**config.mk**
```make
export PLATFORM = sky130hd
export DESIGN_NAME = modular_inverse_search
export DESIGN_NICKNAME = d
export VERILOG_FILES = /design/src/design/mis_pkg.sv /design/src/design/mis_div.sv /design/src/design/modular_inverse_search.sv
export VERILOG_INCLUDE_DIRS = /design/src /design/src/design
export SDC_FILE = /design/constraint.sdc
export NUM_CORES = 1
export LEC_CHECK = 0
export ABC_AREA = 0
export BUFFER_PORTS_ARGS = -buffer_cell sky130_fd_sc_hd__buf_4
export CORE_UTILIZATION = 50
export DETAILED_ROUTE_END_ITERATION = 10
export PLACE_DENSITY = 0.76
export SLEW_MARGIN = 20
export SYNTH_ARGS = -nofsm -noshare
export SYNTH_HDL_FRONTEND = slang
export SYNTH_SLANG_ARGS = --single-unit
export TNS_END_PERCENT = 50
```
**constraint.sdc**
```tcl
create_clock -name aclk -period 18.35 [get_ports aclk]
set_input_delay 3.67 -clock aclk [delete_from_list [all_inputs] [get_ports aclk]]
set_output_delay 3.67 -clock aclk [all_outputs]
set_load 0.05 [all_outputs]
```
**src/design/assert_macros.svh**
```systemverilog
// Assertion macros shared by the modular inverse search RTL.
// Included by the modules that carry concurrent checks; no other dependencies.
`ifndef ASSERT_MACROS_SVH
`define ASSERT_MACROS_SVH

// Same-cycle implication, checked out of reset.
`define MIS_ASSERT_NOW(lbl, clk, rstn, ante, cons) \
    lbl: assert property (@(posedge clk) disable iff (!rstn) (ante) |-> (cons)) \
        else $error("assertion failed: same-cycle check");

// Next-cycle implication, checked out of reset.
`define MIS_ASSERT_NEXT(lbl, clk, rstn, ante, cons) \
    lbl: assert property (@(posedge clk) disable iff (!rstn) (ante) |=> (cons)) \
        else $error("assertion failed: next-cycle check");

`endif

```
**src/design/mis_pkg.sv**
```systemverilog
// Shared types for the modular inverse search block.
// Used by mis_div and modular_inverse_search; depends on nothing.
package mis_pkg;

    // Control from the sequencer to the divide unit
    typedef struct packed {
        logic start;
    } div_ctrl_t;

    // Status from the divide unit back to the sequencer
    typedef struct packed {
        logic busy;
        logic done;
    } div_stat_t;

endpackage

```
**src/design/mis_div.sv**
```systemverilog
// Shift-subtract divide unit with a running quotient-times-multiplier product.
// Depends on mis_pkg and assert_macros.svh.
`include "assert_macros.svh"

module mis_div #(
    parameter int WIDTH = 34
) (
    input  logic                      aclk,
    input  logic                      aresetn,
    input  mis_pkg::div_ctrl_t        ctrl,
    input  logic [WIDTH-1:0]          dividend,
    input  logic [WIDTH-1:0]          divisor,
    input  logic signed [WIDTH+1:0]   mult,
    output mis_pkg::div_stat_t        stat,
    output logic [WIDTH-1:0]          rem,
    output logic signed [WIDTH+1:0]   prod
);

    localparam int TW = WIDTH + 2;
    localparam int CW = $clog2(WIDTH + 1);

    logic [CW-1:0]          cnt_reg;
    logic                   busy_reg;
    logic                   done_reg;
    logic [WIDTH-1:0]       num_reg;
    logic [WIDTH-1:0]       dvs_reg;
    logic [WIDTH-1:0]       rem_reg;
    logic [WIDTH-1:0]       rem_next;
    logic signed [TW-1:0]   mult_reg;
    logic signed [TW-1:0]   prod_reg;
    logic signed [TW-1:0]   prod_next;
    logic [WIDTH:0]         trial;
    logic [WIDTH:0]         trial_sub;
    logic                   ge;

    // One quotient bit per cycle: shift in the next dividend bit, try the subtract
    always_comb begin
        trial     = {rem_reg, num_reg[WIDTH-1]};
        trial_sub = trial - {1'b0, dvs_reg};
        ge        = (trial >= {1'b0, dvs_reg});
        rem_next  = ge ? trial_sub[WIDTH-1:0] : trial[WIDTH-1:0];
        prod_next = (prod_reg <<< 1) + (ge ? mult_reg : '0);
    end

    // Control: load on start, count down the quotient bits, pulse done
    always_ff @(posedge aclk) begin
        if (!aresetn) begin
            busy_reg <= 1'b0;
            done_reg <= 1'b0;
            cnt_reg  <= '0;
        end else begin
            done_reg <= 1'b0;
            if (ctrl.start && !busy_reg) begin
                busy_reg <= 1'b1;
                cnt_reg  <= CW'(WIDTH);
            end else if (busy_reg) begin
                cnt_reg <= cnt_reg - 1'b1;
                if (cnt_reg == CW'(1)) begin
                    busy_reg <= 1'b0;
                    done_reg <= 1'b1;
                end
            end
        end
    end

    // Datapath: operands and partial results
    always_ff @(posedge aclk) begin
        if (ctrl.start && !busy_reg) begin
            num_reg  <= dividend;
            dvs_reg  <= divisor;
            mult_reg <= mult;
            rem_reg  <= '0;
            prod_reg <= '0;
        end else if (busy_reg) begin
            num_reg  <= num_reg << 1;
            rem_reg  <= rem_next;
            prod_reg <= prod_next;
        end
    end

    assign stat.busy = busy_reg;
    assign stat.done = done_reg;
    assign rem       = rem_reg;
    assign prod      = prod_reg;

    `MIS_ASSERT_NOW(a_start_idle, aclk, aresetn, ctrl.start, !busy_reg)
    `MIS_ASSERT_NEXT(a_last_bit_done, aclk, aresetn, busy_reg && cnt_reg == CW'(1), done_reg)
    `MIS_ASSERT_NOW(a_rem_below_divisor, aclk, aresetn, done_reg, rem_reg < dvs_reg)

endmodule

```
**src/design/modular_inverse_search.sv**
```systemverilog
// Channel | Dir | Fields (low bit first)               | Accepted when
// s_      | in  | tdata: exponent, modulus_phi         | s_tvalid && s_tready
// m_      | out | tdata: inverse                       | m_tvalid && m_tready
//
// Extended Euclid over (modulus_phi, exponent); every quotient comes from one
// shared shift-subtract divide unit.
// The number of divide steps per item is at most about 1.44 * WIDTH + 2.
// s_tready is high only while the sequencer is idle; a finished result waits in
// the output register and stalls only the next result, not the next request.
// Reset is synchronous on aresetn; no clearing pass is needed.
// Depends on mis_pkg, mis_div and assert_macros.svh.
`include "assert_macros.svh"

module modular_inverse_search #(
    parameter int WIDTH = 34
) (
    input  logic                                 aclk,
    input  logic                                 aresetn,
    input  logic                                 s_tvalid,
    output logic                                 s_tready,
    input  logic [((2*WIDTH+7)/8)*8-1:0]         s_tdata,  // exponent, modulus_phi
    output logic                                 m_tvalid,
    input  logic                                 m_tready,
    output logic [((WIDTH+7)/8)*8-1:0]           m_tdata   // inverse
);

    localparam int TW  = WIDTH + 2;
    localparam int MDW = ((WIDTH + 7) / 8) * 8;

    typedef enum logic [1:0] {
        ST_IDLE,
        ST_CHECK,
        ST_DIV,
        ST_FIN
    } state_t;

    state_t                 state_reg;
    logic                   m_tvalid_reg;
    logic [WIDTH-1:0]       m_data_reg;
    logic [WIDTH-1:0]       res_reg;
    logic [WIDTH-1:0]       phi_reg;
    logic [WIDTH-1:0]       r0_reg;
    logic [WIDTH-1:0]       r1_reg;
    logic signed [TW-1:0]   t0_reg;
    logic signed [TW-1:0]   t1_reg;

    logic [WIDTH-1:0]       in_exp;
    logic [WIDTH-1:0]       in_phi;
    logic signed [TW-1:0]   t_pos;
    logic [WIDTH-1:0]       res_next;
    logic                   out_free;

    mis_pkg::div_ctrl_t     div_ctrl;
    mis_pkg::div_stat_t     div_stat;
    logic [WIDTH-1:0]       div_rem;
    logic signed [TW-1:0]   div_prod;

    assign in_exp = s_tdata[WIDTH-1:0];
    assign in_phi = s_tdata[2*WIDTH-1:WIDTH];

    // Fold a negative coefficient into [0, phi) and pick the answer
    always_comb begin
        t_pos = t0_reg[TW-1] ? (t0_reg + TW'(phi_reg)) : t0_reg;
        if (r0_reg != WIDTH'(1) || t_pos < TW'(2)) begin
            res_next = WIDTH'(1);
        end else begin
            res_next = t_pos[WIDTH-1:0];
        end
    end

    assign out_free       = !m_tvalid_reg || m_tready;
    assign div_ctrl.start = (state_reg == ST_CHECK) && (r1_reg != '0);

    mis_div #(
        .WIDTH(WIDTH)
    ) u_div (
        .aclk     (aclk),
        .aresetn  (aresetn),
        .ctrl     (div_ctrl),
        .dividend (r0_reg),
        .divisor  (r1_reg),
        .mult     (t1_reg),
        .stat     (div_stat),
        .rem      (div_rem),
        .prod     (div_prod)
    );

    // Sequencer and output register
    always_ff @(posedge aclk) begin
        if (!aresetn) begin
            state_reg    <= ST_IDLE;
            m_tvalid_reg <= 1'b0;
        end else begin
            // drop a taken result unless a new one replaces it this cycle
            if (m_tvalid_reg && m_tready && state_reg != ST_FIN) begin
                m_tvalid_reg <= 1'b0;
            end
            case (state_reg)
                ST_IDLE: begin
                    if (s_tvalid) begin
                        if (in_phi < WIDTH'(2)) begin
                            state_reg <= ST_FIN;
                        end else begin
                            state_reg <= ST_CHECK;
                        end
                    end
                end
                ST_CHECK: begin
                    if (r1_reg == '0) begin
                        state_reg <= ST_FIN;
                    end else begin
                        state_reg <= ST_DIV;
                    end
                end
                ST_DIV: begin
                    if (div_stat.done) begin
                        state_reg <= ST_CHECK;
                    end
                end
                ST_FIN: begin
                    // hold the result until the output register is free
                    if (out_free) begin
                        m_tvalid_reg <= 1'b1;
                        state_reg    <= ST_IDLE;
                    end
                end
                default: begin
                    state_reg <= ST_IDLE;
                end
            endcase
        end
    end

    // Euclid registers and result payload
    always_ff @(posedge aclk) begin
        case (state_reg)
            ST_IDLE: begin
                if (s_tvalid) begin
                    phi_reg <= in_phi;
                    r0_reg  <= in_phi;
                    r1_reg  <= in_exp;
                    t0_reg  <= '0;
                    t1_reg  <= TW'(1);
                    res_reg <= WIDTH'(1);
                end
            end
            ST_CHECK: begin
                if (r1_reg == '0) begin
                    res_reg <= res_next;
                end
            end
            ST_DIV: begin
                // advance one Euclid step: (r0, r1) <- (r1, r0 mod r1)
                if (div_stat.done) begin
                    r0_reg <= r1_reg;
                    r1_reg <= div_rem;
                    t0_reg <= t1_reg;
                    t1_reg <= t0_reg - div_prod;
                end
            end
            ST_FIN: begin
                if (out_free) begin
                    m_data_reg <= res_reg;
                end
            end
            default: begin
            end
        endcase
    end

    assign s_tready = (state_reg == ST_IDLE);
    assign m_tvalid = m_tvalid_reg;
    assign m_tdata  = MDW'(m_data_reg);

    `MIS_ASSERT_NOW(a_done_in_div, aclk, aresetn, div_stat.done, state_reg == ST_DIV)
    `MIS_ASSERT_NOW(a_ready_unit_idle, aclk, aresetn, s_tready, !div_stat.busy)
    `MIS_ASSERT_NOW(a_result_nonzero, aclk, aresetn, m_tvalid_reg, m_data_reg != '0)

endmodule

```
==> impl_metrics.json, run 1 <==
{
  "placed_area_mm2": 0.0249,
  "layout_setup_ws_ns": 11.05,
  "final_net_count": 2566,
  "drc": 0,
  "vias": 17600,
  "ir_drop_mv": 0.0741,
  "hold_viol": 0,
  "ys_ff_latch": 427,
  "fill_cells": 3896,
  "crit_arrival_ns": 7.76,
  "total_power_uw": 2470,
  "path_class": "reg2reg",
  "synth_cell_types": 100,
  "cts_tree": "yes",
  "cts_setup_buffers": 0,
  "tightest_slew_ns": 1.16,
  "synth_edf_count": 346,
  "synth_top_area_frac": 0.442,
  "required_ns": 18.82,
  "drive_gt1_frac": 0.118,
  "crit_fanout": 36,
  "cap_viol_max_count": 0,
  "vias_per_cell": 5.90,
  "fin_crit_sh": 0.398,
  "syn_inst": 2250,
  "max_slew_margin": 0.219,
  "die_area_mm2": 0.0479,
  "clock_skew_ns": 0.0165,
  "cts_root_buf": "clkbuf_16",
  "slew_viol_final": 0,
  "yosysTopAreaCell": "edfxtp_1",
  "grt_max_degree": 89,
  "r2r_start": "u_div.dvs_reg[16]",
  "async_flop_share": 0,
  "synth_area_per_cell_um2": 10.4,
  "post_cts_resized": 0,
  "avgRoutedWirePerCell_um": 20.0,
  "ctsHoldBuffers": 0,
  "dpl_worst_slack_ns": 11.14,
  "clk_latency_ns": 0.58,
  "setup_viol": 0,
  "antenna_found_initial": 1,
  "die_y_um": 219,
  "drt_iter0_drc": 1419,
  "syn2layout_area_growth_pct": 12.2,
  "ios": 118,
  "stdcell_area_mm2": 0.0264,
  "placed_cells": 2907,
  "end_kind": "flop",
  "p_leak_uw": 0.0104,
  "grt.total_usage": 0.251,
  "start_util": 0.506,
  "multiInputGateArea_mm2": 0.0107,
  "core_mm2": 0.0465,
  "startpoint": "u_div.dvs_reg[16]",
  "dr.pass1.iters": 5,
  "cts_inserted_buffers": 44,
  "ys.flop_type": "edfxtp_1",
  "setup_tns_ns": 0,
  "synthTopCellsByArea": "edfxtp_1 (44%), ha_1 (7.4%), dfxtp_1 (6.9%)",
  "clock_path_buffers": 3,
  "yosys-top-cells-count": "edfxtp_1 (346), nand2_1 (336), nor2_1 (155)",
  "period_needed_ns": 7.30,
  "syn_area_mm2": 0.0235,
  "seq_area_frac_synth": 0.511,
  "grt.overflow.total": 0,
  "status": "finished clean",
  "cts.sinks": 427,
  "min-delay-start": "res_reg[5]",
  "hpwlAfterDp_um": 42400,
  "wl_um": 59700,
  "grt_pass1_vias": 17100,
  "hp-class": "reg2reg",
  "die_x_um": 219,
  "postRouteAntennaNets": 0,
  "yosys_warnings": 0,
  "rows": 79,
  "cellPowerDensity_mw_per_mm2": 93.6,
  "htreeDepth": 2,
  "yosysMostFrequentCell": "edfxtp_1",
  "routabilityCongestion": 0.922,
  "instances_no_fill": 2990,
  "clkTransAtPathRegs_ns": 0.06,
  "io_buffer_count": 107,
  "seqCellArea_mm2": 0.0120,
  "cp-start-kind": "flop",
  "rsz0062_at_grt": "false",
  "grt_pass1_wl_um": 93000,
  "antenna_cells": 0,
  "fmax_ghz": 0.137
}
power breakdown:
group | internal [uW] | switching [uW] | total (uW)
combinational | 144 | 232 | 376
clock | 534 | 383 | 917
sequential | 1130 | 46.9 | 1170
worst paths after layout:
check	to	slack, ns	depth (start not counted)
max reg2reg	u_div.prod[25]	11.05	25
max	u_div.prod[25]	11.05	25
min	m_data_reg[5]	0.42	0
min reg2reg	m_data_reg[5]	0.42	0
layout by cell type (no fill, tap or decap), types with 10 or more instances in the layout:
| cell | n |
|---|---|
| or3_1 | 10 |
| o21bai_1 | 17 |
| nor2_1 | 154 |
| a22o_1 | 29 |
| o21a_1 | 30 |
| nand2b_1 | 27 |
| xor2_1 | 37 |
| o21ai_0 | 100 |
| clkbuf_1 | 13 |
| inv_1 | 117 |
| and2_1 | 76 |
| a31oi_1 | 18 |
| nor3_1 | 31 |
| ha_1 | 139 |
| edfxtp_1 | 346 |
| and3_1 | 14 |
| a211oi_1 | 24 |
| mux2i_1 | 23 |
| dfxtp_1 | 80 |
| buf_4 | 125 |
| nor4_1 | 32 |
| nand4_1 | 14 |
| xnor2_1 | 72 |
| o211ai_1 | 14 |
| clkinv_2 | 10 |
| nand2_1 | 336 |
| clkbuf_16 | 46 |
| a21o_1 | 39 |
| nand3_1 | 31 |
| mux2_2 | 44 |
| nor2b_1 | 27 |
| a21oi_1 | 132 |
final cells by class:
| class | count | area share |
|---|---|---|
| flip-flops and latches | 427 | 0.456 |
| multi-input cells | 1630 | 0.406 |
| clock buffers | 63 | 0.0476 |
| repair buffers | 126 | 0.0366 |
| well taps | 607 | 0.0288 |
| inverters | 118 | 0.0168 |
| clock inverters | 19 | 0.00802 |
through the flow:
step | util | hold slack [ns]
3_5_place_dp | 0.535 | 0.405
5_1_grt | 0.568 | 0.426
2_1_floorplan | - | 0.400
4_1_cts | 0.567 | 0.420
6_report | 0.568 | 0.418
3_3_place_gp | 0.535 | 0.402
per-layer routing:
metal	vias to the layer above	share of wire	wire length [um]	track usage
met5	-	0.00018	11	0
met4	2	0.043	2550	0.106
met3	127	0.067	4020	0.0387
met2	625	0.47	27800	0.412
met1	8525	0.42	25300	0.330
li1	8359	-	-	-
critical path: stages, from the launching register on:
cell	delay [ns]
edfxtp_1	0.32
inv_1	0.06
ha_1	0.40
nand3_1	0.16
nor3_1	0.37
nand3b_1	0.19
a221oi_1	0.56
nor3b_2	0.16
a211oi_1	0.47
nor3_2	0.14
nor2_4	0.88
and2_1	0.25
ha_1	0.22
inv_1	0.07
fa_1	0.39
nand2b_1	0.19
a21oi_1	0.28
o21ai_1	0.20
o31a_1	0.33
a211oi_1	0.51
a211oi_1	0.22
o21ai_1	0.27
a21o_1	0.16
a21oi_1	0.07
xnor2_1	0.13
a22o_1	0.17
logic make-up (layout without fill, tap and decap cells):
| kind of cell | count (synthesis) | count (layout) | share of synthesized area |
|---|---|---|---|
| DFF | 427 | 427 | 0.511 |
| and+or+nand+nor | 798 | 798 | 0.160 |
| AOI/OAI and AO/OA | 506 | 506 | 0.143 |
| other | 1 | 6 | 0.000160 |
| buffers and inverters | 198 | 326 | 0.0358 |
| muxes | 68 | 68 | 0.0314 |
| adders and majority gates | 143 | 143 | 0.0774 |
| xor gates and xnor gates | 109 | 109 | 0.0406 |
Note: power is estimated with default switching activity, not from simulation.
==> inputs of run 2 (changes only) <==
==> constraint.sdc (replaced) <==
create_clock -name aclk -period 7.3 [get_ports aclk]
set_input_delay 1.46 -clock aclk [delete_from_list [all_inputs] [get_ports aclk]]
set_output_delay 1.46 -clock aclk [all_outputs]
set_load 0.05 [all_outputs]
==> run 2 against run 1 <==
Core utilization up 0.22 points. Total power rose to 2.6 times the previous value. Flip-flop and latch count unchanged. Global-route usage up 0.27 points. Cell area up 0.38%. Clock skew up 0.00086 ns. Via count about the same. Die area unchanged. Wire length up 1.2%. Register-to-register slack worse by 10 ns. Critical path type unchanged. Largest cell class unchanged.
==> impl_metrics.json, run 2 (same netlist as run 1, synthesis figures left out) <==
{
  "instances_no_fill": 2995,
  "status": "finished clean",
  "dr.max_layer_used": "met4",
  "clkTransAtPathRegs_ns": 0.07,
  "die_x_um": 219,
  "hpwlAfterDp_um": 43000,
  "hp-class": "reg2reg",
  "placed_cells": 2908,
  "grt_max_degree": 75,
  "clk_latency_ns": 0.59,
  "grt_pass1_wl_um": 93300,
  "rsz0062_at_grt": "false",
  "pwr-share-clk": 0.383,
  "antenna_cells": 0,
  "avgRoutedWirePerCell_um": 20.2,
  "intPower_uw": 4600,
  "ctsHoldBuffers": 0,
  "clock_path_buffers": 3,
  "tightest_slew_ns": 1.07,
  "rows": 79,
  "hold_viol": 0,
  "cts.sinks": 427,
  "drc": 0,
  "syn2layout_area_growth_pct": 12.6,
  "core_mm2": 0.0465,
  "cts_tree": "yes",
  "reg2reg_to": "u_div.prod[34]",
  "fin_crit_sh": 0.911,
  "dr_wl_met2_um": 28100,
  "startpoint": "u_div.dvs_reg[16]",
  "cts_inserted_buffers": 46,
  "cellPowerDensity_mw_per_mm2": 239,
  "ir_drop_mv": 0.188,
  "setup_viol": 0,
  "required_ns": 7.79,
  "critPathSlowestCell": "a221oi_1",
  "end_kind": "flop",
  "cap_viol_max_count": 0,
  "vias": 17600,
  "crit_arrival_ns": 7.14,
  "p_leak_uw": 0.0104,
  "drive_gt1_frac": 0.120,
  "die_area_mm2": 0.0479,
  "wl_um": 60400,
  "p_comb_frac": 0.150,
  "dr.pass1.iters": 5,
  "route.met3.wl_um": 4200,
  "slew_viol_final": 0,
  "final_net_count": 2569,
  "ios": 118,
  "die_y_um": 219,
  "start_util": 0.506,
  "period_needed_ns": 6.65,
  "htreeDepth": 2,
  "cp-start-kind": "flop",
  "setup_tns_ns": 0,
  "met1_length_um": 25600,
  "grt.overflow.total": 0,
  "p_sw_uw": 1720,
  "path_cells": "inv_1 -> ha_1 -> nand3_1 -> nor3_1 -> nand3b_1 -> a221oi_1 -> nor3b_2 -> a211oi_1 -> nor3_2 -> nor2_4 -> and2_1 -> ha_1 -> a2111o_1 -> o21ai_0 -> o21ai_0 -> a31o_2 -> a221o_1 -> a41oi_1 -> nand2_1 -> a311oi_2 -> a21oi_1 -> xor2_1 -> a22o_1",
  "antenna_found_initial": 0,
  "max_slew_margin": 0.285,
  "r2r_start": "u_div.dvs_reg[16]",
  "postRouteAntennaNets": 0,
  "p_seq_frac": 0.467,
  "hold_depth": 0,
  "clock_skew_ns": 0.0173,
  "switching_share": 0.273,
  "fmax_ghz": 0.150,
  "final_common_cell": "edfxtp_1",
  "r2r_slack_ns": 0.65,
  "vias_per_cell": 5.89,
  "cts_root_buf": "clkbuf_16",
  "cts_setup_buffers": 0,
  "grt.total_usage": 0.254,
  "io_buffer_count": 107,
  "cpPeakStageDelay_ns": 0.54,
  "routabilityCongestion": 0.985,
  "grt_pass1_vias": 17100,
  "crit_end": "u_div.prod[34]",
  "drt_iter0_drc": 1494,
  "final_cell_mix": "edfxtp_1 (346), nand2_1 (336), nor2_1 (154), ha_1 (139), a21oi_1 (132)",
  "ff2ff_path_depth": 23,
  "path_class": "reg2reg",
  "crit_fanout": 13,
  "post_cts_resized": 0
}
[run 2: layer usage]
metal | vias up | track usage
li1 | 8374 | -
met1 | 8472 | 0.333
met2 | 645 | 0.416
met3 | 153 | 0.0374
met4 | 0 | 0.111
met5 | - | 0
[run 2: area by class of cell]
type	count	area (um2)
Multi-Input combinational cell	1630	10700
Clock buffer	52	1190
Sequential cell	427	12000
Fill cell	3877	20000
Timing Repair Buffer	127	973
Inverter	118	443
Tap cell	607	759
Clock inverter	34	364
[run 2: power by group through the flow]
| stage | Sequential (uW) | Clock [uW] | Combinational, uW |
|---|---|---|---|
| global route | 2960 | 2540 | 1040 |
| global placement | 2990 | 0 | 907 |
| detailed placement | 3000 | 0 | 930 |
| floorplan | 2950 | 0 | 690 |
| CTS | 2950 | 2460 | 937 |
| finish | 2950 | 2420 | 949 |
[run 2: critical path, delay by kind of cell, from the launching register on]
kind	cells	cell delay, ns
compound gates	11	3.58
xor+xnor	1	0.15
fa+ha+maj	2	0.64
buf+inv	1	0.05
flops	1	0.33
simple gates	8	1.76
[run 2: worst min path at each step]
stage	endpoint	start
floorplan	m_data_reg[0]	res_reg[0]
global placement	m_data_reg[22]	res_reg[22]
detailed placement	m_data_reg[20]	res_reg[20]
CTS	m_data_reg[9]	res_reg[9]
global route	m_data_reg[10]	res_reg[10]
finish	m_data_reg[14]	res_reg[14]
[run 2: through the flow]
| step | hold WS [ns] | setup WS [ns] | total power [uW] | utilization | instance area [um2] |
|---|---|---|---|---|---|
| finish | 0.418 | 0.648 | 6320 | 0.570 | 26500 |
| global route | 0.423 | 0.271 | 6550 | 0.570 | 26500 |
| CTS | 0.419 | 0.783 | 6340 | 0.569 | 26400 |
| detailed placement | 0.405 | 0.831 | 3930 | 0.536 | 24900 |
| global placement | 0.403 | 0.841 | 3900 | 0.536 | 24900 |
| floorplan | 0.400 | 1.66 | 3640 | - | 23500 |
==> inputs of run 3 (changes only) <==
--- a/config.mk
+++ b/config.mk
@@ -14,5 +14,6 @@
 export SLEW_MARGIN = 20
 export SYNTH_ARGS = -nofsm -noshare
 export SYNTH_HDL_FRONTEND = slang
+export SYNTH_HIERARCHICAL = 1
 export SYNTH_SLANG_ARGS = --single-unit
 export TNS_END_PERCENT = 50
==> run 3 against run 2 <==
Non-clock buffer count is 7 lower. Critical path depth fell by 2. Cell count grew 0.77%. Critical endpoint is now u_div/prod[35]. Largest cell class unchanged.
==> impl_metrics.json, run 3 <==
{
  "status": "finished clean",
  "wl_um": 63100,
  "htreeDepth": 2,
  "cp-start-kind": "flop",
  "crit_arrival_ns": 6.40,
  "stdcell_area_mm2": 0.0268,
  "vias_per_cell": 5.97,
  "io_buffer_count": 107,
  "cts.sinks": 427,
  "core_mm2": 0.0476,
  "clock_skew_ns": 0.0199,
  "grt_pass1_vias": 17800,
  "max_slew_margin": 0.268,
  "syn_area_mm2": 0.0241,
  "grt_max_degree": 80,
  "r2r_slack_ns": 1.37,
  "avgRoutedWirePerCell_um": 20.9,
  "path_class": "reg2reg",
  "cts_inserted_buffers": 45,
  "fin_crit_sh": 0.812,
  "total_power_uw": 7330,
  "ir_drop_mv": 0.212,
  "clk_latency_ns": 0.60,
  "antenna_cells": 0,
  "tightest_slew_ns": 1.10,
  "final_net_count": 2585,
  "routabilityCongestion": 0.928,
  "end_kind": "flop",
  "die_area_mm2": 0.0490,
  "cts_tree": "yes",
  "drive_gt1_frac": 0.118,
  "dr.pass1.iters": 5,
  "hpwlAfterDp_um": 44700,
  "clock_path_buffers": 3,
  "syn_inst": 2286,
  "die_x_um": 221,
  "grt.overflow.total": 0,
  "placed_area_mm2": 0.0254,
  "multiInputGateArea_mm2": 0.0113,
  "syn2layout_area_growth_pct": 11.4,
  "setup_viol": 0,
  "hp-class": "reg2reg",
  "final_cell_mix": "edfxtp_1 (346), nand2_1 (324), nor2_1 (158), ha_1 (139), buf_4 (118)",
  "fmax_ghz": 0.169,
  "seqCellArea_mm2": 0.0120,
  "clkTransAtPathRegs_ns": 0.06,
  "grt_pass1_wl_um": 97900,
  "start_util": 0.505,
  "setup_tns_ns": 0,
  "synth_area_per_cell_um2": 10.5,
  "cts_setup_buffers": 0,
  "grt.total_usage": 0.256,
  "period_needed_ns": 5.93,
  "die_y_um": 221,
  "utilization": 0.563,
  "slew_viol_final": 0,
  "antenna_found_initial": 2,
  "final_common_cell": "edfxtp_1",
  "drt_iter0_drc": 1482,
  "p_leak_uw": 0.0107,
  "fill_cells": 4086,
  "yosys_warnings": 6,
  "cap_viol_max_count": 0,
  "postRouteAntennaNets": 0,
  "vias": 18000,
  "hold_viol": 0,
  "post_cts_resized": 0,
  "crit_fanout": 79,
  "ctsHoldBuffers": 0,
  "cts_root_buf": "clkbuf_16",
  "rsz0062_at_grt": "false",
  "rows": 80,
  "ios": 118,
  "drc": 0,
  "required_ns": 7.77,
  "cellPowerDensity_mw_per_mm2": 273
}
[run 3: final cells by class]
class / count / area share
Clock buffer: 61 / 0.0450
Inverter: 111 / 0.0155
Tap cell: 615 / 0.0287
Sequential cell: 427 / 0.448
Multi-Input combinational cell: 1661 / 0.420
Clock inverter: 23 / 0.00765
Timing Repair Buffer: 120 / 0.0351
[run 3: per-stage QoR]
| step | hold WS, ns | worst slack (ns) | instances |
|---|---|---|---|
| global placement | 0.401 | 1.53 | 2932 |
| CTS | 0.417 | 1.40 | 3017 |
| floorplan | 0.400 | 1.54 | 2291 |
| finish | 0.415 | 1.37 | 3018 |
| detailed placement | 0.405 | 1.46 | 2933 |
| global route | 0.422 | 1.08 | 3018 |
[run 3: critical path, stage by stage, from the launching register on]
cell	delay, ns
edfxtp_1	0.34
inv_1	0.05
ha_1	0.40
nand3_1	0.18
nor3_2	0.43
and4_1	0.27
nand4_1	0.16
and2_1	0.26
nand2_4	0.77
and2_1	0.24
ha_1	0.17
inv_1	0.06
fa_1	0.40
nand2b_1	0.21
a21oi_1	0.31
o21ai_2	0.20
a31oi_1	0.37
o21ai_1	0.22
o221ai_1	0.27
a21oi_1	0.13
xnor2_1	0.13
a22o_1	0.18
[run 3: final timing paths]
path	startpoint	end	cells past startpoint
max	u_div/dvs_reg[24]	u_div/prod[35]	21
min reg2reg	res_reg[30]	m_data_reg[30]	0
min	res_reg[30]	m_data_reg[30]	0
max reg2reg	u_div/dvs_reg[24]	u_div/prod[35]	21
[run 3: layer usage]
metal,vias up,global-route usage,share of wire
li1,8557,-,-
met1,8670,0.336,0.43
met2,659,0.424,0.47
met3,128,0.0344,0.063
met4,4,0.112,0.039
met5,-,0,0.00048
[run 3: where the power goes]
part,internal (uW),switching [uW]
sequential,2900,186
clock,1270,965
combinational,817,1190
